[src/hw/rtl/gii_pkg.sv]
// ============================================================================
// gii_pkg
// Shared types, widths and constants of the grey integral image block.
// ============================================================================
package gii_pkg;

    localparam int unsigned MAX_WIDTH   = 1024;
    localparam int unsigned MAX_HEIGHT  = 1024;

    localparam int unsigned COLOR_W     = 8;
    localparam int unsigned GREY_W      = 8;
    localparam int unsigned SIZE_W      = 11;
    localparam int unsigned COL_W       = $clog2(MAX_WIDTH);
    localparam int unsigned ROW_W       = $clog2(MAX_HEIGHT);
    localparam int unsigned ROW_SUM_W   = 18;
    localparam int unsigned INTEGRAL_W  = 28;

    localparam int unsigned CSUM_W      = COLOR_W + 2;
    localparam int unsigned THIRD_MULT  = 683;
    localparam int unsigned THIRD_SHIFT = 11;
    localparam int unsigned PROD_W      = CSUM_W + 10;

    localparam int unsigned QUEUE_DEPTH = 2;
    localparam int unsigned QPTR_W      = $clog2(QUEUE_DEPTH);
    localparam int unsigned QCNT_W      = $clog2(QUEUE_DEPTH + 1);

    localparam int unsigned CFG_IDX_W   = 1;
    localparam logic [CFG_IDX_W-1:0] REG_FRAME_WIDTH  = 1'd0;
    localparam logic [CFG_IDX_W-1:0] REG_FRAME_HEIGHT = 1'd1;

    localparam logic [SIZE_W-1:0] FRAME_WIDTH_RESET  = 11'd1024;
    localparam logic [SIZE_W-1:0] FRAME_HEIGHT_RESET = 11'd1024;

    typedef struct packed {
        logic [GREY_W-1:0] grey;
        logic [COL_W-1:0]  col;
        logic              top_row;
        logic              frame_last;
    } job_t;

    function automatic logic [COL_W:0] eff_col_size(logic [SIZE_W-1:0] v);
        logic [COL_W:0] r;
        if (v == '0)
            r = (COL_W+1)'(1);
        else if (32'(v) > MAX_WIDTH)
            r = (COL_W+1)'(MAX_WIDTH);
        else
            r = (COL_W+1)'(v);
        return r;
    endfunction

    function automatic logic [ROW_W:0] eff_row_size(logic [SIZE_W-1:0] v);
        logic [ROW_W:0] r;
        if (v == '0)
            r = (ROW_W+1)'(1);
        else if (32'(v) > MAX_HEIGHT)
            r = (ROW_W+1)'(MAX_HEIGHT);
        else
            r = (ROW_W+1)'(v);
        return r;
    endfunction

endpackage

[src/hw/rtl/gii_queue.sv]
// ============================================================================
// gii_queue
// Short flop queue of jobs between intake and accumulation.
// ============================================================================
module gii_queue (
    input  logic             clk,
    input  logic             rst_n,
    input  logic             push_valid,
    output logic             push_ready,
    input  gii_pkg::job_t    push_job,
    output logic             pop_valid,
    input  logic             pop_ready,
    output gii_pkg::job_t    pop_job
);

    gii_pkg::job_t                entry_reg [gii_pkg::QUEUE_DEPTH];
    logic [gii_pkg::QPTR_W-1:0]   wr_ptr_reg;
    logic [gii_pkg::QPTR_W-1:0]   rd_ptr_reg;
    logic [gii_pkg::QCNT_W-1:0]   count_reg;
    logic                         push;
    logic                         pop;

    assign push_ready = (32'(count_reg) < gii_pkg::QUEUE_DEPTH);
    assign pop_valid  = (count_reg != '0);
    assign pop_job    = entry_reg[rd_ptr_reg];
    assign push       = push_valid && push_ready;
    assign pop        = pop_valid && pop_ready;

    always_ff @(posedge clk)
    begin
        if (push)
        begin
            entry_reg[wr_ptr_reg] <= push_job;
        end
    end

    always_ff @(posedge clk or negedge rst_n)
    begin
        if (!rst_n)
        begin
            wr_ptr_reg <= '0;
            rd_ptr_reg <= '0;
            count_reg  <= '0;
        end
        else
        begin
            if (push)
            begin
                wr_ptr_reg <= (32'(wr_ptr_reg) == gii_pkg::QUEUE_DEPTH - 1)
                            ? '0 : wr_ptr_reg + gii_pkg::QPTR_W'(1);
            end
            if (pop)
            begin
                rd_ptr_reg <= (32'(rd_ptr_reg) == gii_pkg::QUEUE_DEPTH - 1)
                            ? '0 : rd_ptr_reg + gii_pkg::QPTR_W'(1);
            end
            if (push && !pop)
            begin
                count_reg <= count_reg + gii_pkg::QCNT_W'(1);
            end
            else if (pop && !push)
            begin
                count_reg <= count_reg - gii_pkg::QCNT_W'(1);
            end
        end
    end

endmodule

[config.mk]
export PLATFORM = sky130hd
export DESIGN_NAME = gii_queue
export DESIGN_NICKNAME = d
export VERILOG_FILES = /design/src/hw/rtl/gii_pkg.sv /design/src/hw/rtl/gii_queue.sv
export SDC_FILE = /design/constraint.sdc
export NUM_CORES = 1
export LEC_CHECK = 0
export ABC_CLOCK_PERIOD_IN_PS = 2600
export BUFFER_PORTS_ARGS = -buffer_cell sky130_fd_sc_hd__buf_2
export CORE_MARGIN = 5
export CORE_UTILIZATION = 46
export CTS_BUF_LIST = sky130_fd_sc_hd__clkbuf_8 sky130_fd_sc_hd__clkbuf_16
export CTS_CLUSTER_SIZE = 25
export DETAILED_ROUTE_END_ITERATION = 10
export PLACE_DENSITY = 0.71
export RECOVER_POWER = 50
export SLEW_MARGIN = 5
export SYNTH_ARGS = -nofsm -noshare
export SYNTH_HDL_FRONTEND = slang
export SYNTH_SLANG_ARGS = --single-unit
export TNS_END_PERCENT = 20
[constraint.sdc]
create_clock -name clk -period 2.6 [get_ports clk]
set_input_delay 0.52 -clock clk [delete_from_list [all_inputs] [get_ports clk]]
set_output_delay 0.52 -clock clk [all_outputs]
set_load 0.01 [all_outputs]
# Yosys cells after proc, flatten, opt, wreduce, memory -nomap -nowiden
# Memories as Yosys holds them, arrays and structs flattened.
# Index checks and enable logic that the tools add are counted.
dict set report word_totals {
  regBits 4
  ram_bits 40
  input_bits 24
  output_inout_bits 22
  wordCells 23
  n_memories 1
}
# memory depth width rd rd_clocked_by_memory_dff wr line
set mem_list {}
lappend mem_list {entry_reg 2 20 1 0 1 gii_queue.sv:16} ;# gii_pkg::job_t entry_reg [gii_pkg::QUEUE_DEPTH];
dict set report classes {
  add_sub_neg 4
  order_cmp 1
  mux 6
  reduce_logical 8
}
# operator count
set ops {}
lappend ops {{1-bit logical AND} 4}
lappend ops {{1-bit 2-to-1 mux} 4}
lappend ops {{2-bit 2-to-1 mux} 2}
lappend ops {{2-bit nonzero test} 2}
lappend ops {{1-bit adder, second input constant} 2}
lappend ops {{2-bit by 1-bit adder with 2-bit output, second input constant} 1}
lappend ops {{1-bit logical NOT} 2}
lappend ops {{2-bit less-than comparator, second input constant} 1}
lappend ops {{2-bit by 1-bit subtractor with 2-bit output, second input constant} 1}

# Depth between registers and ports, before layout
dict set report depth {
  depth_word 6
  ltp_mapped 6
  depth_no_buf 6
}

# Least setup slack after synthesis
# OpenSTA, ideal clock, no wires.
dict set report synth_path {
  path_type {in2reg}
  start {in push_valid}
  end {mem entry_reg[0][0] (netlist name) (enable)}
  setup_ps 399
  arrival_ps 1644
  t_required_ps 2201
  slack_ps 557
  stages 2
  cell_sequence {and2b_1 -> nor2b_1}
}
dict set report synth_between {
  elab_chain_cells 3
}
# element line
set synth_lines {}
lappend synth_lines {{from (decl)} gii_queue.sv:8} ;# input logic push_valid,
lappend synth_lines {{1-bit logical AND} gii_queue.sv:26} ;# assign push = push_valid && push_ready;
lappend synth_lines {{1-bit 2-to-1 mux} gii_queue.sv:31} ;# if (push)
lappend synth_lines {{1-bit 2-to-1 mux (implied by the code)} gii_queue.sv:33} ;# entry_reg[wr_ptr_reg] <= push_job;
lappend synth_lines {{to (decl)} gii_queue.sv:16}
# Every way passes these cells.

==> metrics.log <==
[metrics] worst clock skew on the final layout: 3.33 ps
[metrics] Yosys warning count: 0
[metrics] cell area after placement: 2020 µm²
[metrics] cell count after synthesis: 79
[metrics] number of setup violations in the final report: 0
[metrics] synthesized flop and latch total: 44
[metrics] largest area contributor in the synthesized netlist: sky130_fd_sc_hd__edfxtp_1
[metrics] maximum level of the CTS H-tree: 2
[metrics] worst setup path end: pop_job[18]
[metrics] synthesized-area fraction occupied by ao, oa, aoi and oai cells: 0
[metrics] FF-to-FF Start: count_reg[1]$_DFFE_PN0P_
[metrics] peak ir drop on the vdd network: ~0.58 mV
[metrics] category of the critical setup timing path: flop to output port
[metrics] combinational power share: 0.334
[metrics] Ant. Diodes: 0
[metrics] Hold-fix buffers, CTS: 0
[metrics] depth of the worst register-to-register path: 3
[metrics] TritonCTS clock tree: built
[metrics] switching share of total power: 0.282
[metrics] required time at the worst-slack endpoint: between 2000 and 2500 ps
[metrics] core area: 3630 µm²
[metrics] Top-Level Pins: 46
[metrics] Async SR Flop Fraction: 0.0909
[metrics] via count of the first global-routing pass: 880
[metrics] routability-driven placement congestion ratio: approximately 0.67
[metrics] DRC violation count after routing: 0
[metrics] cell chain of the critical path: buf_4 > mux2_4 > buf_2
[metrics] fraction of power consumed by sequential logic: 0.463
[metrics] reg2reg setup slack: ~870 ps
[metrics] status: finished, final reports clean
[metrics] number of flops mapped to enable cells by yosys: 40
[metrics] total iterations of the first detailed-routing run: 2
[metrics] Resized cells post-CTS: 0
[metrics] final-report max-slew violation count: 0
[metrics] synthesized-area fraction occupied by xor and xnor cells: 0.0254
[metrics] signed area change from the synthesized netlist to the final layout: 21.7%
[metrics] net switching power of the design: 619 µW
[metrics] CP delay by family, top: flip-flops
[metrics] share of synthesized area occupied by flip-flops and latches: 0.755
[metrics] adder-cell share of the synthesized area: 0.00726
[metrics] power density relative to cell area: 1050 nW/µm²
[metrics] count of maximum capacitance violations: 0
[metrics] hpwl dp: 2030 µm
[metrics] post-synthesis instance area: 1720 µm²
[metrics] summed area of non-filler cells in the final layout: 2100 µm²
[metrics] most frequent cell after synthesis: sky130_fd_sc_hd__edfxtp_1
[metrics] post-synth net total: 104
[metrics] startpoint type of the worst setup path: flop
[metrics] GRT Resource Usage Total: 0.115
[metrics] portion of synthesized cell area occupied by the leading cell type: 0.697
[metrics] number of library cell types mapped by synthesis: 15
[metrics] 1st-iter DRT viols: 25
[metrics] portion of netlist area occupied by mux cells: 0.172
[metrics] CTS root buf: sky130_fd_sc_hd__clkbuf_8
[metrics] largest net degree at the start of global routing: 15
[metrics] crit path buf inv count: 2
[metrics] layout cells sized above 1: 0.470
[metrics] number of CTS-inserted buffers: 5
[metrics] largest family of logic cells by synthesized area: multiplexers
[metrics] deepest clock path buffer count: 2
[metrics] buffers inserted during post-CTS setup optimization: 0
[metrics] data arrival time at the worst-slack endpoint: 1630 ps
[metrics] die boundary height: 71.2 µm
[metrics] aggregate routed wire length: 2650 µm
[metrics] Final Hold Violating Endpoints: 0
[metrics] flip-flop count of the largest register, all copies and words added: 40
[metrics] worst skew pair latency: roughly 280 ps
[metrics] total via count in the routed design: 824
[metrics] Final TNS setup: 0 ps
[metrics] terminus of the critical flop-to-flop path: entry_reg[0][17]$_DFFE_PP_
[metrics] slew at the pin closest to its max-slew limit: 531 ps
[metrics] Pint: 1.58 mW
[metrics] cell leakage power: 0.833 nW
[metrics] portion of total power attributed to the clock network: 0.203
[metrics] final antenna-violating net count: 0
[metrics] unrepaired setup endpoints after global routing: false
[metrics] clock period minus worst slack: between 2000 and 2500 ps
[metrics] most frequent cells after synthesis: sky130_fd_sc_hd__edfxtp_1, sky130_fd_sc_hd__mux2_4, sky130_fd_sc_hd__dfrtp_1
[metrics] Die Outline Area: approximately 5100 µm²
[metrics] post-detailed-route via-to-cell ratio: 4.53
[metrics] clock transition at the register clock pins on the worst setup and hold paths after CTS: 70 ps
[metrics] Area contributors post-synth: sky130_fd_sc_hd__edfxtp_1, sky130_fd_sc_hd__mux2_4, sky130_fd_sc_hd__dfrtp_1
[metrics] share of the clock period used by the worst path: 0.828
[metrics] crit path capture type: output port
[metrics] total number of nets in the final design: 158
[metrics] timing-limited maximum frequency: between 0.4 and 0.5 GHz
[metrics] Post-synth top flop: sky130_fd_sc_hd__edfxtp_1
[metrics] Buffers on Ports: 45
[metrics] initial cell density of the core: 0.475
[metrics] Critical Path Fanout Max: 9
[metrics] wire length per cell after detailed routing: 14.6 µm
[metrics] CP Launch Point: rd_ptr_reg$_DFFE_PN0P_
[metrics] Slew Limit Headroom: 0.644
[metrics] Mean Syn Cell Area: 21.8 µm²
[metrics] sinks on the clock net: 44
[metrics] global-route wire length before repair: 4390 µm
[metrics] global-route congestion overflow total: 0
[metrics] antenna violations before repair: 0
[metrics] number of standard-cell rows in the floorplan: 22
[metrics] die width: 71.2 µm
[metrics] CP peak stage delay: 620 ps
[metrics] Min-Delay Path Class: primary input to asynchronous set/reset pin
[metrics] Worst path slowest cell: sky130_fd_sc_hd__dfrtp_1
[metrics] area share of and/or/nand/nor cells after synthesis: 0.0254
[metrics] Stages on worst setup path: 3
## routing by layer
layer  global-route usage  share of wire  wire (µm)
met1                0.139           0.43       1140
met2                0.180           0.50       1310
met3               0.0477          0.064        170
met4               0.0501          0.011         29
met5                    0              0          0
## final cells by class
| type | count | area, µm² |
|---|---|---|
| clock inverters | 1 | 3.75 |
| repair buffers | 49 | 236 |
| multi-input cells | 32 | 397 |
| flip-flops and latches | 44 | 1300 |
| fillers | 304 | 1540 |
| inverters | 1 | 3.75 |
| clock buffers | 7 | 96.3 |
| well taps | 48 | 60.1 |
## cells in the final DEF, fill, tap and decap left out
master / Yosys / final
sky130_fd_sc_hd__buf_4: 0 / 4
sky130_fd_sc_hd__nand2_4: 1 / 1
sky130_fd_sc_hd__inv_1: 1 / 2
sky130_fd_sc_hd__buf_2: 0 / 30
sky130_fd_sc_hd__edfxtp_1: 40 / 40
sky130_fd_sc_hd__nor2b_2: 0 / 1
sky130_fd_sc_hd__and2b_1: 1 / 1
sky130_fd_sc_hd__clkbuf_8: 0 / 7
sky130_fd_sc_hd__ha_1: 1 / 1
sky130_fd_sc_hd__and2_0: 0 / 1
sky130_fd_sc_hd__mux2_4: 19 / 19
sky130_fd_sc_hd__nor2_1: 1 / 1
sky130_fd_sc_hd__or2_0: 0 / 1
sky130_fd_sc_hd__mux2_2: 1 / 1
sky130_fd_sc_hd__xnor2_1: 3 / 3
sky130_fd_sc_hd__dfrtp_1: 4 / 4
sky130_fd_sc_hd__clkbuf_1: 0 / 15
sky130_fd_sc_hd__xor2_1: 2 / 2
## worst min-delay path by stage
stage,start,end,slack (ps),cells past startpoint
after floorplan,rst_n,count_reg[0]$_DFFE_PN0P_,220,0
after global placement,rst_n,count_reg[1]$_DFFE_PN0P_,330,1
after detailed placement,rst_n,wr_ptr_reg$_DFFE_PN0P_,340,1
after CTS,rst_n,wr_ptr_reg$_DFFE_PN0P_,20,1
after global routing,rst_n,wr_ptr_reg$_DFFE_PN0P_,60,1
final,rst_n,wr_ptr_reg$_DFFE_PN0P_,50,1
## stage by stage
stage                     cells  setup WS (ps)  power, mW  utilization  hold WS (ps)
after CTS                   182            411       2.23        0.583          21.2
after global routing        182            342       2.31        0.577          57.5
final                       182            448       2.19        0.577          53.6
after detailed placement    174            721       1.80        0.556           336
after global placement      174            748       1.78        0.556           329
after floorplan              79            557       1.56            -           224
## power by group through the flow
stage	Clock [mW]	Sequential, mW	Combinational (mW)
finish	0.445	1.02	0.733
global route	0.485	1.04	0.789
CTS	0.450	1.02	0.762
detailed placement	0	1.04	0.762
global placement	0	1.03	0.750
floorplan	0	0.997	0.566
## cell families (layout without fill, tap and decap cells)
group / count (synthesis) / after routing
adders and majority gates: 1 / 1
and+or+nand+nor: 6 / 6
xor gates and xnor gates: 5 / 5
buffers and inverters: 3 / 58
DFF: 44 / 44
muxes: 20 / 20
No activity file was read; power rests on OpenSTA's default activity.
