===== config.mk =====
export PLATFORM = sky130hd
export DESIGN_NAME = gii_front_flat
export DESIGN_NICKNAME = d
export VERILOG_FILES = /design/src/hw/rtl/gii_pkg.sv /design/src/hw/rtl/gii_if.sv /design/src/hw/rtl/gii_front.sv /design/src/flat_wrapper.sv
export SDC_FILE = /design/constraint.sdc
export NUM_CORES = 1
export LEC_CHECK = 0
export BUFFER_PORTS_ARGS = -buffer_cell sky130_fd_sc_hd__clkbuf_2
export CAP_MARGIN = 20
export CORE_MARGIN = 4
export CORE_UTILIZATION = 40
export CTS_CLUSTER_SIZE = 25
export DETAILED_ROUTE_END_ITERATION = 16
export GPL_TIMING_DRIVEN = 0
export HOLD_SLACK_MARGIN = 0.1
export SYNTH_ARGS = -nofsm -noshare
export SYNTH_HDL_FRONTEND = slang
export SYNTH_SLANG_ARGS = --single-unit

===== constraint.sdc =====
create_clock -name clk -period 10.55 [get_ports clk]
set_clock_uncertainty 0.05 [all_clocks]
set_input_delay 2.11 -clock clk [delete_from_list [all_inputs] [get_ports clk]]
set_output_delay 2.11 -clock clk [all_outputs]
set_load 0.02 [all_outputs]

===== src/hw/rtl/gii_pkg.sv =====
// ============================================================================
// gii_pkg
// Shared types, widths and constants of the grey integral image block.
// ============================================================================
package gii_pkg;

    localparam int unsigned MAX_WIDTH   = 1024;
    localparam int unsigned MAX_HEIGHT  = 1024;

    localparam int unsigned COLOR_W     = 8;
    localparam int unsigned GREY_W      = 8;
    localparam int unsigned SIZE_W      = 11;
    localparam int unsigned COL_W       = $clog2(MAX_WIDTH);
    localparam int unsigned ROW_W       = $clog2(MAX_HEIGHT);
    localparam int unsigned ROW_SUM_W   = 18;
    localparam int unsigned INTEGRAL_W  = 28;

    localparam int unsigned CSUM_W      = COLOR_W + 2;
    localparam int unsigned THIRD_MULT  = 683;
    localparam int unsigned THIRD_SHIFT = 11;
    localparam int unsigned PROD_W      = CSUM_W + 10;

    localparam int unsigned QUEUE_DEPTH = 2;
    localparam int unsigned QPTR_W      = $clog2(QUEUE_DEPTH);
    localparam int unsigned QCNT_W      = $clog2(QUEUE_DEPTH + 1);

    localparam int unsigned CFG_IDX_W   = 1;
    localparam logic [CFG_IDX_W-1:0] REG_FRAME_WIDTH  = 1'd0;
    localparam logic [CFG_IDX_W-1:0] REG_FRAME_HEIGHT = 1'd1;

    localparam logic [SIZE_W-1:0] FRAME_WIDTH_RESET  = 11'd1024;
    localparam logic [SIZE_W-1:0] FRAME_HEIGHT_RESET = 11'd1024;

    typedef struct packed {
        logic [GREY_W-1:0] grey;
        logic [COL_W-1:0]  col;
        logic              top_row;
        logic              frame_last;
    } job_t;

    function automatic logic [COL_W:0] eff_col_size(logic [SIZE_W-1:0] v);
        logic [COL_W:0] r;
        if (v == '0)
            r = (COL_W+1)'(1);
        else if (32'(v) > MAX_WIDTH)
            r = (COL_W+1)'(MAX_WIDTH);
        else
            r = (COL_W+1)'(v);
        return r;
    endfunction

    function automatic logic [ROW_W:0] eff_row_size(logic [SIZE_W-1:0] v);
        logic [ROW_W:0] r;
        if (v == '0)
            r = (ROW_W+1)'(1);
        else if (32'(v) > MAX_HEIGHT)
            r = (ROW_W+1)'(MAX_HEIGHT);
        else
            r = (ROW_W+1)'(v);
        return r;
    endfunction

endpackage


===== src/hw/rtl/gii_if.sv =====
// ============================================================================
// gii_if
// Valid/ready channels of the grey integral image block.
// ============================================================================
interface gii_pixel_if;
    logic                       valid;
    logic                       ready;
    logic [gii_pkg::COLOR_W-1:0] red;
    logic [gii_pkg::COLOR_W-1:0] green;
    logic [gii_pkg::COLOR_W-1:0] blue;

    modport source (output valid, red, green, blue, input ready);
    modport sink   (input valid, red, green, blue, output ready);
endinterface


interface gii_cfg_if;
    logic                         valid;
    logic                         ready;
    logic [gii_pkg::CFG_IDX_W-1:0] index;
    logic [gii_pkg::SIZE_W-1:0]    data;

    modport source (output valid, index, data, input ready);
    modport sink   (input valid, index, data, output ready);
endinterface


===== src/hw/rtl/gii_front.sv =====
// ============================================================================
// gii_front
// Pixel intake: grey conversion, raster position, frame size registers.
// ============================================================================
module gii_front (
    input  logic             clk,
    input  logic             rst_n,
    gii_pixel_if.sink        pixel,
    gii_cfg_if.sink          cfg,
    output logic             push_valid,
    input  logic             push_ready,
    output gii_pkg::job_t    push_job
);

    logic [gii_pkg::SIZE_W-1:0]  width_reg;
    logic [gii_pkg::SIZE_W-1:0]  height_reg;
    logic [gii_pkg::COL_W-1:0]   col_reg;
    logic [gii_pkg::COL_W-1:0]   col_next;
    logic [gii_pkg::ROW_W-1:0]   row_reg;
    logic [gii_pkg::ROW_W-1:0]   row_next;

    logic [gii_pkg::CSUM_W-1:0]  csum;
    logic [gii_pkg::PROD_W-1:0]  prod;
    logic [gii_pkg::COL_W:0]     w_eff;
    logic [gii_pkg::ROW_W:0]     h_eff;
    logic                        last_col;
    logic                        last_row;
    logic                        beat;

    assign cfg.ready = 1'b1;

    assign csum = gii_pkg::CSUM_W'(pixel.red) + gii_pkg::CSUM_W'(pixel.green)
                + gii_pkg::CSUM_W'(pixel.blue);
    assign prod = gii_pkg::PROD_W'(csum) * gii_pkg::PROD_W'(gii_pkg::THIRD_MULT);

    assign w_eff    = gii_pkg::eff_col_size(width_reg);
    assign h_eff    = gii_pkg::eff_row_size(height_reg);
    assign last_col = ({1'b0, col_reg} + (gii_pkg::COL_W+1)'(1)) >= w_eff;
    assign last_row = ({1'b0, row_reg} + (gii_pkg::ROW_W+1)'(1)) >= h_eff;

    assign beat        = pixel.valid && push_ready;
    assign pixel.ready = push_ready;
    assign push_valid  = pixel.valid;

    always_comb
    begin
        push_job.grey       = prod[gii_pkg::THIRD_SHIFT +: gii_pkg::GREY_W];
        push_job.col        = col_reg;
        push_job.top_row    = (row_reg == '0);
        push_job.frame_last = last_col && last_row;
    end

    always_comb
    begin
        col_next = col_reg;
        row_next = row_reg;
        if (beat)
        begin
            if (last_col)
            begin
                col_next = '0;
                row_next = last_row ? '0 : row_reg + gii_pkg::ROW_W'(1);
            end
            else
            begin
                col_next = col_reg + gii_pkg::COL_W'(1);
            end
        end
    end

    always_ff @(posedge clk or negedge rst_n)
    begin
        if (!rst_n)
        begin
            width_reg  <= gii_pkg::FRAME_WIDTH_RESET;
            height_reg <= gii_pkg::FRAME_HEIGHT_RESET;
            col_reg    <= '0;
            row_reg    <= '0;
        end
        else
        begin
            col_reg <= col_next;
            row_reg <= row_next;
            if (cfg.valid)
            begin
                if (cfg.index == gii_pkg::REG_FRAME_WIDTH)
                begin
                    width_reg <= cfg.data;
                end
                else if (cfg.index == gii_pkg::REG_FRAME_HEIGHT)
                begin
                    height_reg <= cfg.data;
                end
            end
        end
    end

endmodule


===== src/flat_wrapper.sv =====
// flat-port wrapper written by rule: the top's interface ports become plain ports
module gii_front_flat 
  (clk, rst_n, push_valid, push_ready, push_job, pixel_valid, pixel_red, pixel_green, pixel_blue, pixel_ready, cfg_valid, cfg_index, cfg_data, cfg_ready);
  gii_pixel_if pixel_i ();
  gii_cfg_if cfg_i ();
  input  logic clk;
  input  logic rst_n;
  output logic push_valid;
  input  logic push_ready;
  output gii_pkg::job_t push_job;
  input wire logic [$bits(pixel_i.valid)-1:0] pixel_valid;
  input wire logic [$bits(pixel_i.red)-1:0] pixel_red;
  input wire logic [$bits(pixel_i.green)-1:0] pixel_green;
  input wire logic [$bits(pixel_i.blue)-1:0] pixel_blue;
  output wire logic [$bits(pixel_i.ready)-1:0] pixel_ready;
  input wire logic [$bits(cfg_i.valid)-1:0] cfg_valid;
  input wire logic [$bits(cfg_i.index)-1:0] cfg_index;
  input wire logic [$bits(cfg_i.data)-1:0] cfg_data;
  output wire logic [$bits(cfg_i.ready)-1:0] cfg_ready;
  assign pixel_i.valid = pixel_valid;
  assign pixel_i.red = pixel_red;
  assign pixel_i.green = pixel_green;
  assign pixel_i.blue = pixel_blue;
  assign pixel_ready = pixel_i.ready;
  assign cfg_i.valid = cfg_valid;
  assign cfg_i.index = cfg_index;
  assign cfg_i.data = cfg_data;
  assign cfg_ready = cfg_i.ready;
  gii_front u_core (.clk(clk), .rst_n(rst_n), .pixel(pixel_i), .cfg(cfg_i), .push_valid(push_valid), .push_ready(push_ready), .push_job(push_job));
endmodule

# ---- Word-level counts from Yosys, hierarchy flattened
# Cells that the tools add are included.
dict set report word_totals {
  regBits 42
  latch_bits 0
  mem_bits_rw 0
  rom_bits 0
  out_inout_bits 23
  wordCells 30
  n_memories 0
}
dict set report classes {
  addsub 6
  n_mul 1
  n_div 0
  n_lt_le_gt_ge 4
  eq_ne 0
  n_shift 0
  mux 6
  n_bitwise 1
  reduce_logical 8
}
# cell n
set op_table {}
lappend op_table {{11-bit 2-to-1 mux} 4}
lappend op_table {{10-bit by 1-bit adder with 11-bit output (second input constant)} 2}
lappend op_table {{11-bit greater-or-equal comparator} 2}
lappend op_table {{11-bit > comparator (second input constant)} 2}
lappend op_table {{11-bit zero test} 2}
lappend op_table {{10-bit by 1-bit adder with 10-bit output (second input constant)} 2}
lappend op_table {{10-bit 2-to-1 mux} 2}
lappend op_table {{10-bit by 10-bit multiplier with 19-bit output (second input constant)} 1}
lappend op_table {{10-bit by 8-bit adder with 10-bit output} 1}
lappend op_table {{10-bit zero test} 1}
lappend op_table {{8-bit by 8-bit adder with 9-bit output} 1}
lappend op_table {{2-bit AND reduction} 3}
lappend op_table {{1-bit logical AND} 2}
lappend op_table {{1-bit inverter} 1}

# ---- Logic depth before layout (Yosys ltp)
dict set report logic_depth {
  word_depth 5
  mapped_depth 29
  ltp_nobuf 29
}

# ---- Least setup slack after synthesis
# OpenSTA, ideal clock, no wires.
dict set report synth_timing {
  kind {input-to-output}
  startpoint {in pixel_green[1]}
  endpoint {out push_job[17] (netlist name)}
  arrival_time_ns 8.271
  t_required_ns 8.390
  setup_slack_ns 0.119
  stages 27
  path_cell_list {ha_1 > a21o_1 > a21oi_1 > o21bai_1 > a21oi_1 > o21ai_0 > xor2_1 > ha_1 > clkbuf_1 > a21o_1 > a31oi_1 > xor2_1 > ha_1 > ha_1 > fa_1 > fa_1 > inv_1 > fa_1 > inv_1 > ha_1 > a211oi_2 > o21ai_1 > o221a_1 > a41o_1 > or2_4 > a31oi_4 > xnor2_1}
}
# item line_no
set synth_rtl {}
lappend synth_rtl {{start, declared} flat_wrapper.sv:13} ;# input wire logic [$bits(pixel_i.green)-1:0] pixel_green;
lappend synth_rtl {{end, declared} flat_wrapper.sv:10} ;# output gii_pkg::job_t push_job;

==> impl_metrics.yaml <==
die:
  rows: 40
  die_area_um2: 14000
  die_h_um: 118
  start_util_pct: 40.8
  core-area_um2: 12000
  ios: 64
  die_x_um: 118
clock_network:
  clkTransAtPathRegs_ns: 0.06
  ctsHoldBuffers: 0
  cts_root_buf: "clkbuf_16"
  insertion_delay_ns: 0.29
  clock_path_buffers: 2
  clock-sinks: 42
  cts_buffers: 5
  htreeDepth: 2
  cts_tree: "built"
hold_path:
  hp-class: "reg -> reg"
critical_path:
  critPathMaxStageDelay_ns: 0.49
  required_ns: 8.39
  setup.worst_path.start: "pixel_red[0]"
  worst_setup_path_start_kind: "input pin"
  critPathKind: "in -> out"
  crit_top_cell: "fa_1"
  rr_worst_depth: 10
  setup.worst_path.end_class: "output pin"
  worstReg2RegEnd: "u_core.row_reg[8]$_DFFE_PN0P_"
  cpMaxStageDelayCell: "fa_1"
  crit_end: "push_job[16]"
  reg2reg_slack_ns: 7.25
  path_depth: 29
  crit_family: "adder cells"
  critical_path_peak_fanout: 6
  cp_num_buf_inv: 5
  worst_ep_arrival_time_ns: 8.17
  rr_startpoint: "u_core.row_reg[0]$_DFFE_PN0P_"
placed_design:
  dp_hpwl_um: 8300
  dpl-instance-area_um2: 5380
  io_buffers: 62
  gp_congestion: 0.848
timing:
  finalCriticalPeriod_ns: 10.33
  fin_crit_sh_pct: 98.0
  slew_viol_final: 0
  tns_ns: 0
  worst_pin_slew_ns: 0.764
  fmax_ghz: 0.0968
  setup_viol: 0
  final_hold_viol_count: 0
  relSlewSlack_pct: 48.7
global_route:
  antenna_found_initial: 0
  grt_pass1_vias: 4022
  grt_max_degree: 43
  overflow: 0
  grt_pass1_wl_um: 18000
  grt_usage_pct: 15.0
synth:
  syn-mean-instance-area_um2: 9.55
  netlist_top_cells_area: "ha_1 (25%), dfrtp_1 (21%), fa_1 (8.2%), mux2_2 (5.1%), xnor2_1 (5.0%)"
  syn-num-nets: 671
  syn_area_um2: 4880
  yosys.area_share.simple_pct: 11.7
  synth-seq-cells: 42
  yosysMostFrequentCell: "ha_1"
  seq_area_frac_synth_pct: 21.6
  async_flop_share_pct: 100
  synth_common_cells: "ha_1 (99), nand2_1 (49), inv_1 (47)"
  yosys-mux-area-fraction_pct: 5.07
  synth_fa_ha_area_share_pct: 33.6
  ys_types: 56
  yosys.area.top_type: "ha_1"
  synth_top_area_share_pct: 25.4
  syn_inst: 511
  yosysWarningCount: 0
  synth_edf_count: 0
  synth-compound-area-share_pct: 14.1
  synth_xor_area_share_pct: 8.94
  synth_top_family_by_area: "adder cells"
  synthFlopType: "dfrtp_1"
cells_and_area:
  area_growth_pct: 22.5
  final_util_pct: 50.0
  fillers: 1128
  fin_nets: 760
  final_area_um2: 5980
  seq_area_um2: 1050
  diodes: 0
  drive_gt1_share_pct: 28.6
  multi_input_area_um2: 3860
drt:
  drt_first_iter_violations: 113
  wl_per_cell_um: 14.1
  drtAntennaViolNets: 0
  drc: 0
  routed_via_density: 5.26
  vias: 3938
  wl_um: 10500
  drtPass1Iterations: 4
job:
  cap_viol_max_count: 0
run_status:
  status: "completed"
## cell families (layout without fill, tap and decap cells)
group | after synthesis | count (layout)
AND/OR/NAND/NOR | 120 | 120
AO/OA/AOI/OAI | 97 | 97
multiplexers | 22 | 22
adder cells (fa/ha/maj) | 119 | 119
buffers and inverters | 61 | 151
flip-flops | 42 | 42
XOR/XNOR | 49 | 49
other | 1 | 1
## routing by layer
metal | wire length, µm | vias to the layer above | part of all wire [%] | track usage (%)
met2 | 5450 | 62 | 52 | 27.2
met1 | 4670 | 1908 | 44 | 18.8
met4 | 129 | 0 | 1.2 | 3.62
li1 | - | 1957 | - | -
met3 | 275 | 11 | 2.6 | 2.06
met5 | 0 | - | 0 | 0
## cell usage in the layout, fill, tap and decap left out, types with 3 or more instances in the layout
cell,count
nand3_1,12
xor2_1,17
xor2_2,3
nor4_1,6
a21oi_1,14
o21ai_0,3
ha_4,8
and3_1,6
a21o_1,13
ha_2,4
nand2b_1,6
nor2b_1,4
ha_1,87
fa_1,18
clkbuf_2,59
buf_4,25
o21ai_1,18
nor2b_2,3
xnor2_2,3
mux2_2,22
nor2_1,20
a22o_1,8
nor3_1,4
inv_1,43
nand2_1,49
clkbuf_16,5
xnor2_1,24
o21bai_1,6
o21a_1,3
clkbuf_1,7
dfrtp_1,40
and2_1,4
a21oi_2,6
inv_2,6
## area by class of cell
| class | instances | share of cell area, % |
|---|---|---|
| multi-input combinational | 408 | 64.5 |
| sequential | 42 | 17.6 |
| timing repair buffer | 83 | 8.37 |
| inverter | 50 | 3.14 |
| tap | 147 | 3.08 |
| clock buffer | 7 | 2.38 |
| buffer | 10 | 0.837 |
| clock inverter | 1 | 0.0837 |
## worst min-delay path, cell delays in order, from the launching register on
cell and delay [ns]:
dfstp_2 0.36, inv_1 0.06, o21ai_0 0.09
## worst min-delay path by stage
stage | from | end | slack [ns] | cells after the start
after floorplan | u_core.width_reg[10]$_DFFE_PN1P_ | u_core.width_reg[10]$_DFFE_PN1P_ | 0.43 | 2
after global placement | u_core.width_reg[10]$_DFFE_PN1P_ | u_core.width_reg[10]$_DFFE_PN1P_ | 0.46 | 2
after detailed placement | u_core.width_reg[10]$_DFFE_PN1P_ | u_core.width_reg[10]$_DFFE_PN1P_ | 0.47 | 2
after CTS | u_core.width_reg[10]$_DFFE_PN1P_ | u_core.width_reg[10]$_DFFE_PN1P_ | 0.48 | 2
after global routing | u_core.height_reg[1]$_DFFE_PN0P_ | u_core.height_reg[1]$_DFFE_PN0P_ | 0.51 | 1
final | u_core.width_reg[10]$_DFFE_PN1P_ | u_core.width_reg[10]$_DFFE_PN1P_ | 0.48 | 2
## repair_timing
action / CTS / global route
gates resized for setup: 17 / 35
buffers inserted: 11 / 9
endpoints found under the hold margin: 0 / 0
endpoints found under the setup margin: 7 / 7
pin swaps: 16 / 42
## through the flow
step | setup WS (ns) | hold WS (ns) | cells
after global placement | -0.497 | 0.456 | 720
after detailed placement | -0.488 | 0.468 | 720
after CTS | 0.0000719 | 0.481 | 738
final | 0.216 | 0.480 | 748
after global routing | -0.0329 | 0.506 | 748
after floorplan | 0.119 | 0.432 | 511
Power is not shown: default switching activity piles up to over one toggle a cycle in this logic, so the estimate is an artifact.
